==> src/hw/rtl/afu_pkg.sv <==
// Package of the AES field arithmetic unit: opcodes, stage types, GF(2^8) helpers.
// Holds the inverse and S-box tables, built at elaboration. Depends on nothing.
`timescale 1ns / 1ps

package afu_pkg;

  // Operation codes.
  typedef enum logic [2:0] {
    KIND_ADD   = 3'd0,
    KIND_XTIME = 3'd1,
    KIND_MUL   = 3'd2,
    KIND_INV   = 3'd3,
    KIND_SBOX  = 3'd4,
    KIND_WADD  = 3'd5,
    KIND_WMUL  = 3'd6,
    KIND_WROT  = 3'd7
  } kind_e;

  localparam logic [8:0] POLY_REDUCE = 9'h11B;
  localparam logic [7:0] SBOX_CONST  = 8'h63;

  // Carry-less product of two bytes is 15 bits wide.
  typedef logic [14:0] clprod_t;

  // Contents of the first pipeline register.
  typedef struct packed {
    logic                   valid;
    kind_e                  kind;
    logic [31:0]            simple;
    logic [3:0][3:0][14:0]  prod;
  } s1_t;

  // Carry-less multiply of two bytes.
  function automatic clprod_t clmul8(input logic [7:0] x, input logic [7:0] y);
    clprod_t acc;
    acc = '0;
    for (int k = 0; k < 8; k++) begin
      if (y[k]) begin
        acc = acc ^ (clprod_t'(x) << k);
      end
    end
    return acc;
  endfunction

  // Reduction of a carry-less product modulo the AES polynomial.
  function automatic logic [7:0] reduce15(input clprod_t p);
    clprod_t r;
    r = p;
    for (int k = 14; k >= 8; k--) begin
      if (r[k]) begin
        r = r ^ (clprod_t'(POLY_REDUCE) << (k - 8));
      end
    end
    return r[7:0];
  endfunction

  function automatic logic [7:0] gf_mul(input logic [7:0] x, input logic [7:0] y);
    return reduce15(clmul8(x, y));
  endfunction

  function automatic logic [7:0] rotl8(input logic [7:0] v, input int n);
    return 8'((v << n) | (v >> (8 - n)));
  endfunction

  // Inverse as x^254, zero maps to zero; evaluated at elaboration only.
  function automatic logic [255:0][7:0] build_inv_table();
    logic [255:0][7:0] t;
    logic [7:0]        sq;
    logic [7:0]        acc;
    for (int x = 0; x < 256; x++) begin
      sq  = 8'(x);
      acc = 8'h01;
      for (int k = 1; k < 8; k++) begin
        sq  = gf_mul(sq, sq);
        acc = gf_mul(acc, sq);
      end
      t[x] = (x == 0) ? 8'h00 : acc;
    end
    return t;
  endfunction

  localparam logic [255:0][7:0] INV_TABLE = build_inv_table();

  // S-box: inverse, affine matrix, then the constant.
  function automatic logic [255:0][7:0] build_sbox_table();
    logic [255:0][7:0] t;
    logic [7:0]        q;
    for (int x = 0; x < 256; x++) begin
      q    = INV_TABLE[x];
      t[x] = q ^ rotl8(q, 1) ^ rotl8(q, 2) ^ rotl8(q, 3) ^ rotl8(q, 4) ^ SBOX_CONST;
    end
    return t;
  endfunction

  localparam logic [255:0][7:0] SBOX_TABLE = build_sbox_table();

endpackage

==> src/hw/rtl/afu_clmul_stage.sv <==
// First compute stage: sixteen byte carry-less products and the table/logic ops.
// Depends on afu_pkg.
`timescale 1ns / 1ps

module afu_clmul_stage (
  input  logic          clk_i,
  input  logic          rst_ni,
  input  logic          valid_i,
  input  afu_pkg::kind_e kind_i,
  input  logic [31:0]   operand_a_i,
  input  logic [31:0]   operand_b_i,
  output afu_pkg::s1_t  s1_o
);
  import afu_pkg::*;

  logic [3:0][7:0]       a_bytes;
  logic [3:0][7:0]       b_bytes;
  logic [31:0]           simple_d;
  logic [3:0][3:0][14:0] prod_d;
  logic                  valid_q;
  kind_e                 kind_q;
  logic [31:0]           simple_q;
  logic [3:0][3:0][14:0] prod_q;

  assign a_bytes = operand_a_i;
  assign b_bytes = operand_b_i;

  // Product j,i pairs byte (j-i) mod 4 of a with byte i of b.
  always_comb begin
    for (int j = 0; j < 4; j++) begin
      for (int i = 0; i < 4; i++) begin
        prod_d[j][i] = clmul8(a_bytes[2'(j - i)], b_bytes[i]);
      end
    end
  end

  // Operations that need none of the carry-less products.
  always_comb begin
    case (kind_i)
      KIND_ADD:   simple_d = {24'h0, a_bytes[0] ^ b_bytes[0]};
      KIND_XTIME: simple_d = {24'h0, reduce15(clprod_t'({a_bytes[0], 1'b0}))};
      KIND_INV:   simple_d = {24'h0, INV_TABLE[a_bytes[0]]};
      KIND_SBOX:  simple_d = {24'h0, SBOX_TABLE[a_bytes[0]]};
      KIND_WADD:  simple_d = operand_a_i ^ operand_b_i;
      KIND_WROT:  simple_d = {operand_a_i[23:0], operand_a_i[31:24]};
      default:    simple_d = '0;
    endcase
  end

  // Valid bit is reset; the payload is not.
  always_ff @(posedge clk_i or negedge rst_ni) begin
    if (!rst_ni) begin
      valid_q <= 1'b0;
    end else begin
      valid_q <= valid_i;
    end
  end

  always_ff @(posedge clk_i) begin
    kind_q   <= kind_i;
    simple_q <= simple_d;
    prod_q   <= prod_d;
  end

  assign s1_o.valid  = valid_q;
  assign s1_o.kind   = kind_q;
  assign s1_o.simple = simple_q;
  assign s1_o.prod   = prod_q;

endmodule

==> src/hw/rtl/afu_reduce_stage.sv <==
// Second compute stage: sums and reduces the products, selects the result.
// Depends on afu_pkg.
`timescale 1ns / 1ps

module afu_reduce_stage (
  input  logic         clk_i,
  input  logic         rst_ni,
  input  afu_pkg::s1_t s1_i,
  output logic         done_o,
  output logic [31:0]  result_o
);
  import afu_pkg::*;

  logic [3:0][7:0] word_mul;
  logic [31:0]     result_d;
  logic            done_q;
  logic [31:0]     result_q;

  // Each result byte of the word multiply: XOR of four products, then reduce.
  always_comb begin
    clprod_t acc;
    for (int j = 0; j < 4; j++) begin
      acc = s1_i.prod[j][0] ^ s1_i.prod[j][1] ^ s1_i.prod[j][2] ^ s1_i.prod[j][3];
      word_mul[j] = reduce15(acc);
    end
  end

  // Byte multiply reuses the product of the two low bytes.
  always_comb begin
    case (s1_i.kind)
      KIND_MUL:  result_d = {24'h0, reduce15(s1_i.prod[0][0])};
      KIND_WMUL: result_d = word_mul;
      default:   result_d = s1_i.simple;
    endcase
  end

  always_ff @(posedge clk_i or negedge rst_ni) begin
    if (!rst_ni) begin
      done_q <= 1'b0;
    end else begin
      done_q <= s1_i.valid;
    end
  end

  always_ff @(posedge clk_i) begin
    result_q <= result_d;
  end

  assign done_o   = done_q;
  assign result_o = result_q;

endmodule

==> src/hw/rtl/aes_field_arithmetic_unit_core.sv <==
// An item passes the input register, the product register and the output register;
// done_o comes out registered together with the result. Throughput: one item per cycle.
// busy is always low and the pipeline never stalls.
// Stages: input register, product register, reduction and output register.
// Reset clears the valid bits of all three stages; no item is lost after reset ends.
// Depends on afu_pkg, afu_clmul_stage and afu_reduce_stage.
`timescale 1ns / 1ps

module aes_field_arithmetic_unit_core (
  input  logic        clk_i,
  input  logic        rst_ni,
  input  logic        start,
  output logic        busy,
  input  logic [2:0]  kind_i,
  input  logic [31:0] operand_a_i,
  input  logic [31:0] operand_b_i,
  output logic        done_o,
  output logic [31:0] result_o
);
  import afu_pkg::*;

  logic        in_valid_q;
  kind_e       kind_q;
  logic [31:0] a_q;
  logic [31:0] b_q;
  s1_t         s1;

  // Every stage moves each cycle, so the unit always takes an item.
  assign busy = 1'b0;

  // Input register.
  always_ff @(posedge clk_i or negedge rst_ni) begin
    if (!rst_ni) begin
      in_valid_q <= 1'b0;
    end else begin
      in_valid_q <= start && !busy;
    end
  end

  always_ff @(posedge clk_i) begin
    kind_q <= kind_e'(kind_i);
    a_q    <= operand_a_i;
    b_q    <= operand_b_i;
  end

  afu_clmul_stage u_afu_clmul_stage (
    .clk_i       (clk_i),
    .rst_ni      (rst_ni),
    .valid_i     (in_valid_q),
    .kind_i      (kind_q),
    .operand_a_i (a_q),
    .operand_b_i (b_q),
    .s1_o        (s1)
  );

  afu_reduce_stage u_afu_reduce_stage (
    .clk_i    (clk_i),
    .rst_ni   (rst_ni),
    .s1_i     (s1),
    .done_o   (done_o),
    .result_o (result_o)
  );

endmodule

==> config.mk <==
export PLATFORM = sky130hd
export DESIGN_NAME = aes_field_arithmetic_unit_core
export DESIGN_NICKNAME = d
export VERILOG_FILES = /design/src/hw/rtl/afu_pkg.sv /design/src/hw/rtl/afu_clmul_stage.sv /design/src/hw/rtl/afu_reduce_stage.sv /design/src/hw/rtl/aes_field_arithmetic_unit_core.sv
export SDC_FILE = /design/constraint.sdc
export NUM_CORES = 1
export LEC_CHECK = 0
export BUFFER_PORTS_ARGS = -buffer_cell sky130_fd_sc_hd__buf_2
export CELL_PAD_IN_SITES_DETAIL_PLACEMENT = 0
export CELL_PAD_IN_SITES_GLOBAL_PLACEMENT = 1
export CORE_ASPECT_RATIO = 1.75
export CORE_UTILIZATION = 30
export CTS_BUF_LIST = sky130_fd_sc_hd__clkbuf_8
export DETAILED_ROUTE_END_ITERATION = 8
export PLACE_DENSITY_LB_ADDON = 0.1
export SETUP_SLACK_MARGIN = 0.1
export SLEW_MARGIN = 10
export SYNTH_ARGS = -nofsm -noshare
export SYNTH_HDL_FRONTEND = slang
export SYNTH_SLANG_ARGS = --single-unit
==> constraint.sdc <==
create_clock -name clk_i -period 4.2 [get_ports clk_i]
set_input_delay 0.84 -clock clk_i [delete_from_list [all_inputs] [get_ports clk_i]]
set_output_delay 0.84 -clock clk_i [all_outputs]
set_load 0.01 [all_outputs]
### Word-level counts from Yosys, hierarchy flattened

Memory sizes are Yosys's and may differ from the RTL's. A register that Yosys moved wholly into a read port is not among the register bits.
Cells that the tools add are included.

| storage, ports and cells | value |
|---|---|
| register bits after elaboration | 317 |
| ROM bits | 4096 |
| input bits | 70 |
| output and inout bits | 34 |
| logic and storage cells | 280 |
| memories | 2 |

| operators by class | value |
|---|---|
| magnitude comparators | 1 |
| equal/unequal tests | 7 |
| mux-type cells | 142 |
| bitwise operators | 106 |
| reductions and logical operators | 1 |

Memories:

| memory | depth | bits a word | read ports | clocked after Yosys merged registers in | write ports | RTL line | source |
|---|---|---|---|---|---|---|---|
| (name not given) | 256 | 8 | 1 | 1 | 0 | afu_clmul_stage.sv:42 | `KIND_INV: simple_d = {24'h0, INV_TABLE[a_bytes[0]]};` |
| (name not given) | 256 | 8 | 1 | 1 | 0 | afu_clmul_stage.sv:43 | `KIND_SBOX: simple_d = {24'h0, SBOX_TABLE[a_bytes[0]]};` |

Operators by type and width:

| operator | count |
|---|---|
| $mux 15 | 60 |
| $xor 15x15->15 | 20 |
| $pmux 32 s6 | 1 |
| $mux 8 | 19 |
| $not 4->4 | 36 |
| $xor 15x10->15 | 8 |
| $xor 15x11->15 | 8 |
| $xor 15x12->15 | 8 |
| $xor 15x13->15 | 8 |
| $xor 15x14->15 | 8 |
| $mux 11 | 10 |
| $mux 10 | 10 |
| $mux 9 | 10 |
| $xor 8x9->9 | 8 |
| $mux 14 | 5 |
| $mux 13 | 5 |
| $pmux 32 s2 | 1 |
| $mux 12 | 5 |
| $mux 7 | 5 |
| $xor 32x32->32 | 1 |
| $mux 5 | 6 |
| $mux 6 | 5 |
| $eq 3x3->1 const B | 4 |
| $lt 8x9->1 const B | 1 |
| 4 further kinds | 5 |

### Depth between registers and ports, before layout

| logic depth | value |
|---|---|
| depth after elaboration | 21 |
| mapped depth | 12 |
| depth with buffers taken out | 8 |

### By module

From an unflattened synthesis, not the netlist that was laid out.

| unflattened totals | value |
|---|---|
| cell total of the unflattened synthesis | 2953 |
| area total of the unflattened synthesis | 22056.2 sq um |

Modules (own cells, without submodules):

| module | instances | cells each | area each (sq um) | seq. area each (sq um) |
|---|---|---|---|---|
| afu_clmul_stage | 1 | 2475 | 16897.5 | 3128.0 |
| afu_reduce_stage | 1 | 408 | 3781.1 | 665.6 |
| aes_field_arithmetic_unit_core | 1 | 70 | 1377.6 | 1366.3 |

### Worst setup path before layout

OpenSTA, ideal clock, no wires.

| timing | value |
|---|---|
| kind | input -> register |
| start point | in operand_a_i[1] |
| end point | reg with a tool-made name |
| setup time | 132 ps |
| data arrival time | 2917 ps |
| required time | 4068 ps |
| slack | 1151 ps |
| stages on the path | 11 |
| path buffers | 4 |
| path through | buf_2 buf_2 inv_1 ha_1 buf_2 nor2b_1 buf_2 nor2_1 mux4_2 o221ai_1 o311ai_1 |

RTL lines:

| element | RTL line | source |
|---|---|---|
| start, declared | aes_field_arithmetic_unit_core.sv:15 | `input logic [31:0] operand_a_i,` |

==> results.tsv <==
stage	metric	value	unit
placement	cell area after placement	22400	um2
clock_tree	CTS Buf Count	44	
sta	achievable clock frequency	253	MHz
floorplan	Row Count	125	
global_route	largest net degree at the start of global routing	112	
setup_path	Worst Setup SP	operand_a_i[1]	
route	vias per cell	5.54	
sta	pin slew with the least headroom to its limit	1.41	ns
power	P_leak	9.03	nW
route	initial DRC count	1519	
sta	RSZ-0062 raised after global routing	no	
global_route	number of global-route vias before repair	20800	
floorplan	DIE AREA	68200	um2
logic_synthesis	Top FF cell, synth	dfxtp_1	
sta	post-route clock period utilization	94.1	%
sta	final worst slack	0.249	ns
floorplan	Core Area	66300	um2
setup_path	CP Launch Type	input pin	
floorplan	Initial Utilization	30.4	%
setup_path	CP Class	input pin to register	
clock_tree	# hold bufs at CTS	1	
floorplan	width of the die	198	um
setup_path	worst r2r src	u_afu_clmul_stage.s1_o[162]	
clock_tree	CTS tree	yes	
setup_path	Worst R2R Setup Slack	1.78	ns
global_route	total track usage	36.6	%
status	status	finished, final reports clean	
logic_synthesis	Synth top area share	26.8	%
clock_tree	clock root buffer	clkbuf_8	
floorplan	top-level port count	104	
logic_synthesis	syn nets	2798	
final_layout	final net count	2883	
final_layout	Register Area	5490	um2
setup_path	reg2reg end	u_afu_reduce_stage.result_o[17]	
setup_path	CP Cell Sequence	buf_2, inv_1, ha_1, buf_4, nor2b_1, buf_4, nor2_1, o21ai_0, buf_4, a21oi_1, a21oi_1, o221ai_1	
setup_path	crit path capture type	register	
power	Pwr per Cell Area	457	nW/um2
logic_synthesis	largest area contributor in the netlist	dfxtp_1	
power	final total power	10.7	mW
setup_path	slowest cell delay on critical path	0.83	ns
final_layout	layout cell share with drive strength beyond 1	15.4	%
hold_path	HP Class	input pin to register	
placement	pre-CTS WS	-0.0854	ns
job	max cap viols	0	
logic_synthesis	Mapped Cells	2706	
clock_tree	clk slew on worst S/H paths	0.07	ns
logic_synthesis	Commonest cells post-synth	nand2_1, xnor2_1, dfxtp_1	
logic_synthesis	average cell area after synthesis	7.44	um2
placement	placer's final routability congestion estimate	1.04	
global_route	final global-route overflow total	0	
logic_synthesis	most frequent cell after synthesis	nand2_1	
logic_synthesis	yosys warns	0	
sta	Final Max Slew Viols	0	
logic_synthesis	mapped cell area	20100	um2
final_layout	post-route cell area	23400	um2
setup_path	CP dominant cell by count	buf_4	
final_layout	area of the multi-input gates	13400	um2
setup_path	R2R cell count	6	
sta	Setup violations, final	0	
clock_tree	CTS resizes	0	
setup_path	critical path peak fanout	17	
global_route	global-route wire length before repair	171000	um
floorplan	Die Ht	345	um
sta	post-layout min period	3.95	ns
logic_synthesis	Yosys cell types	77	
global_route	initial antenna violation count	14	
clock_tree	worst skew pair latency	0.62	ns
clock_tree	Clock Sinks	273	
setup_path	Worst EP arrival	4.38	ns
sta	Slew HR	5.12	%
route	Remaining DRCs	0	
sta	hold slack	0.328	ns
final_layout	Finished Layout Cells	3723	
clock_tree	Clock Path Buffers	3	
placement	Post-DP HPWL	91400	um
logic_synthesis	synthesis-stage register bit count	273	
route	number of routed nets with antenna violations	0	
clock_tree	# H-tree levels	2	
sta	clk_skew	0.0345	ns
route	DRT Pass-1 Iters	5	
setup_path	required time of the worst setup path	4.63	ns
route	routed wire length	124000	um
sta	final-report hold violation count	0	
placement	port bufs	102	
logic_synthesis	ys async rst share	1.10	%
logic_synthesis	sequential area share after synthesis	27.2	%
setup_path	CP max stage cell	ha_1	
clock_tree	# Post-CTS Setup Buffers	0	
logic_synthesis	Synth area leaders	dfxtp_1, xnor2_1, nand2_1, xor2_1, o21ai_0	
power	Max VDD drop	0.000217	V
final_layout	Fillers	7187	
route	WL/cell	33.4	um
route	Vias	20600	
placement	Placed Cells	3633	
logic_synthesis	Post-synth EDFFs	0	
final_layout	layout overhead on the synthesized area	16.2	%
[flip-flops by register name (all words and copies together) (netlist names), named ones only]
signal and flops:
a_q 32, u_afu_clmul_stage.kind_q 3, u_afu_reduce_stage.done_o 1, u_afu_clmul_stage.simple_q 32
in_valid_q 1, kind_q 3, b_q 32, u_afu_clmul_stage.valid_q 1
u_afu_reduce_stage.result_o 32, u_afu_clmul_stage.s1_o 120
[cell usage in the layout (no fill, tap or decap), drive strengths merged, types with 21 or more instances in the layout]
master	n
nand2b	27
ha	22
xor2	148
nor2b	31
o211ai	28
a311oi	21
a31oi	31
nand3	34
and2	30
nor3	49
a211oi	31
a21oi	91
o311ai	32
buf	325
nor2	83
inv	25
nand2	651
clkbuf	56
o21ai	170
dfxtp	270
xnor2	450
[where the power goes]
part / leakage, nW / internal, mW / total, mW / switching, mW
Sequential: 2.30 / 3.04 / 3.47 / 0.423
Clock: 0.526 / 1.39 / 2.60 / 1.21
Combinational: 6.21 / 1.86 / 4.63 / 2.76
Total: 9.03 / 6.30 / 10.7 / 4.40
[critical path, delay by kind of cell]
| kind | cells | cell delay (ns) |
|---|---|---|
| AOI/OAI and AO/OA | 4 | 1.35 |
| and+or+nand+nor | 2 | 0.21 |
| adders and majority gates | 1 | 0.83 |
| buffers and inverters | 5 | 1.13 |
[logic make-up (layout without fill, tap and decap cells)]
| family | Yosys count | in the layout | synth area share [%] |
|---|---|---|---|
| compound gates | 536 | 536 | 17.5 |
| simple gates | 959 | 959 | 20.3 |
| other cells | 1 | 9 | 0.0186 |
| mux | 16 | 16 | 1.12 |
| fa+ha+maj | 22 | 22 | 1.37 |
| xor+xnor | 598 | 598 | 26.1 |
| buf+inv | 301 | 421 | 6.37 |
| flops | 273 | 273 | 27.2 |
[metal layers]
metal,global-route usage [%],share of wire [%],up-vias
li1,-,-,9186
met1,33.7,32,10000
met3,6.20,5.3,407
met5,0,0.072,-
met4,38.0,12,12
met2,66.2,51,989
[metrics by stage]
stage / TNS, ns / utilization [%]
after floorplan: 0 / -
after global placement: -0.0620 / 33.8
after detailed placement: -0.0854 / 33.8
after CTS: 0 / 35.3
after global routing: 0 / 35.3
final: 0 / 35.3
[worst min path at each step]
stage	start	end	slack, ns	cells past startpoint
final	operand_b_i[14]	b_q[14]	0.33	1
after global routing	operand_b_i[13]	b_q[13]	0.31	1
after CTS	operand_b_i[14]	b_q[14]	0.29	1
after detailed placement	u_afu_clmul_stage.valid_q	u_afu_reduce_stage.done_o	0.35	0
after global placement	u_afu_clmul_stage.valid_q	u_afu_reduce_stage.done_o	0.34	0
after floorplan	kind_q[0]	u_afu_clmul_stage.kind_q[0]	0.33	0
[layout make-up]
cell class                      instances  area share [%]
Clock inverter                         25           0.855
Antenna cell                            8          0.0855
Sequential cell                       273            23.4
Clock buffer                           56            3.29
Timing Repair Buffer                  326            10.1
Tap cell                              889            4.75
Multi-Input combinational cell       2132            57.3
Inverter                               14           0.225
Note: power is estimated with default switching activity, not from simulation.
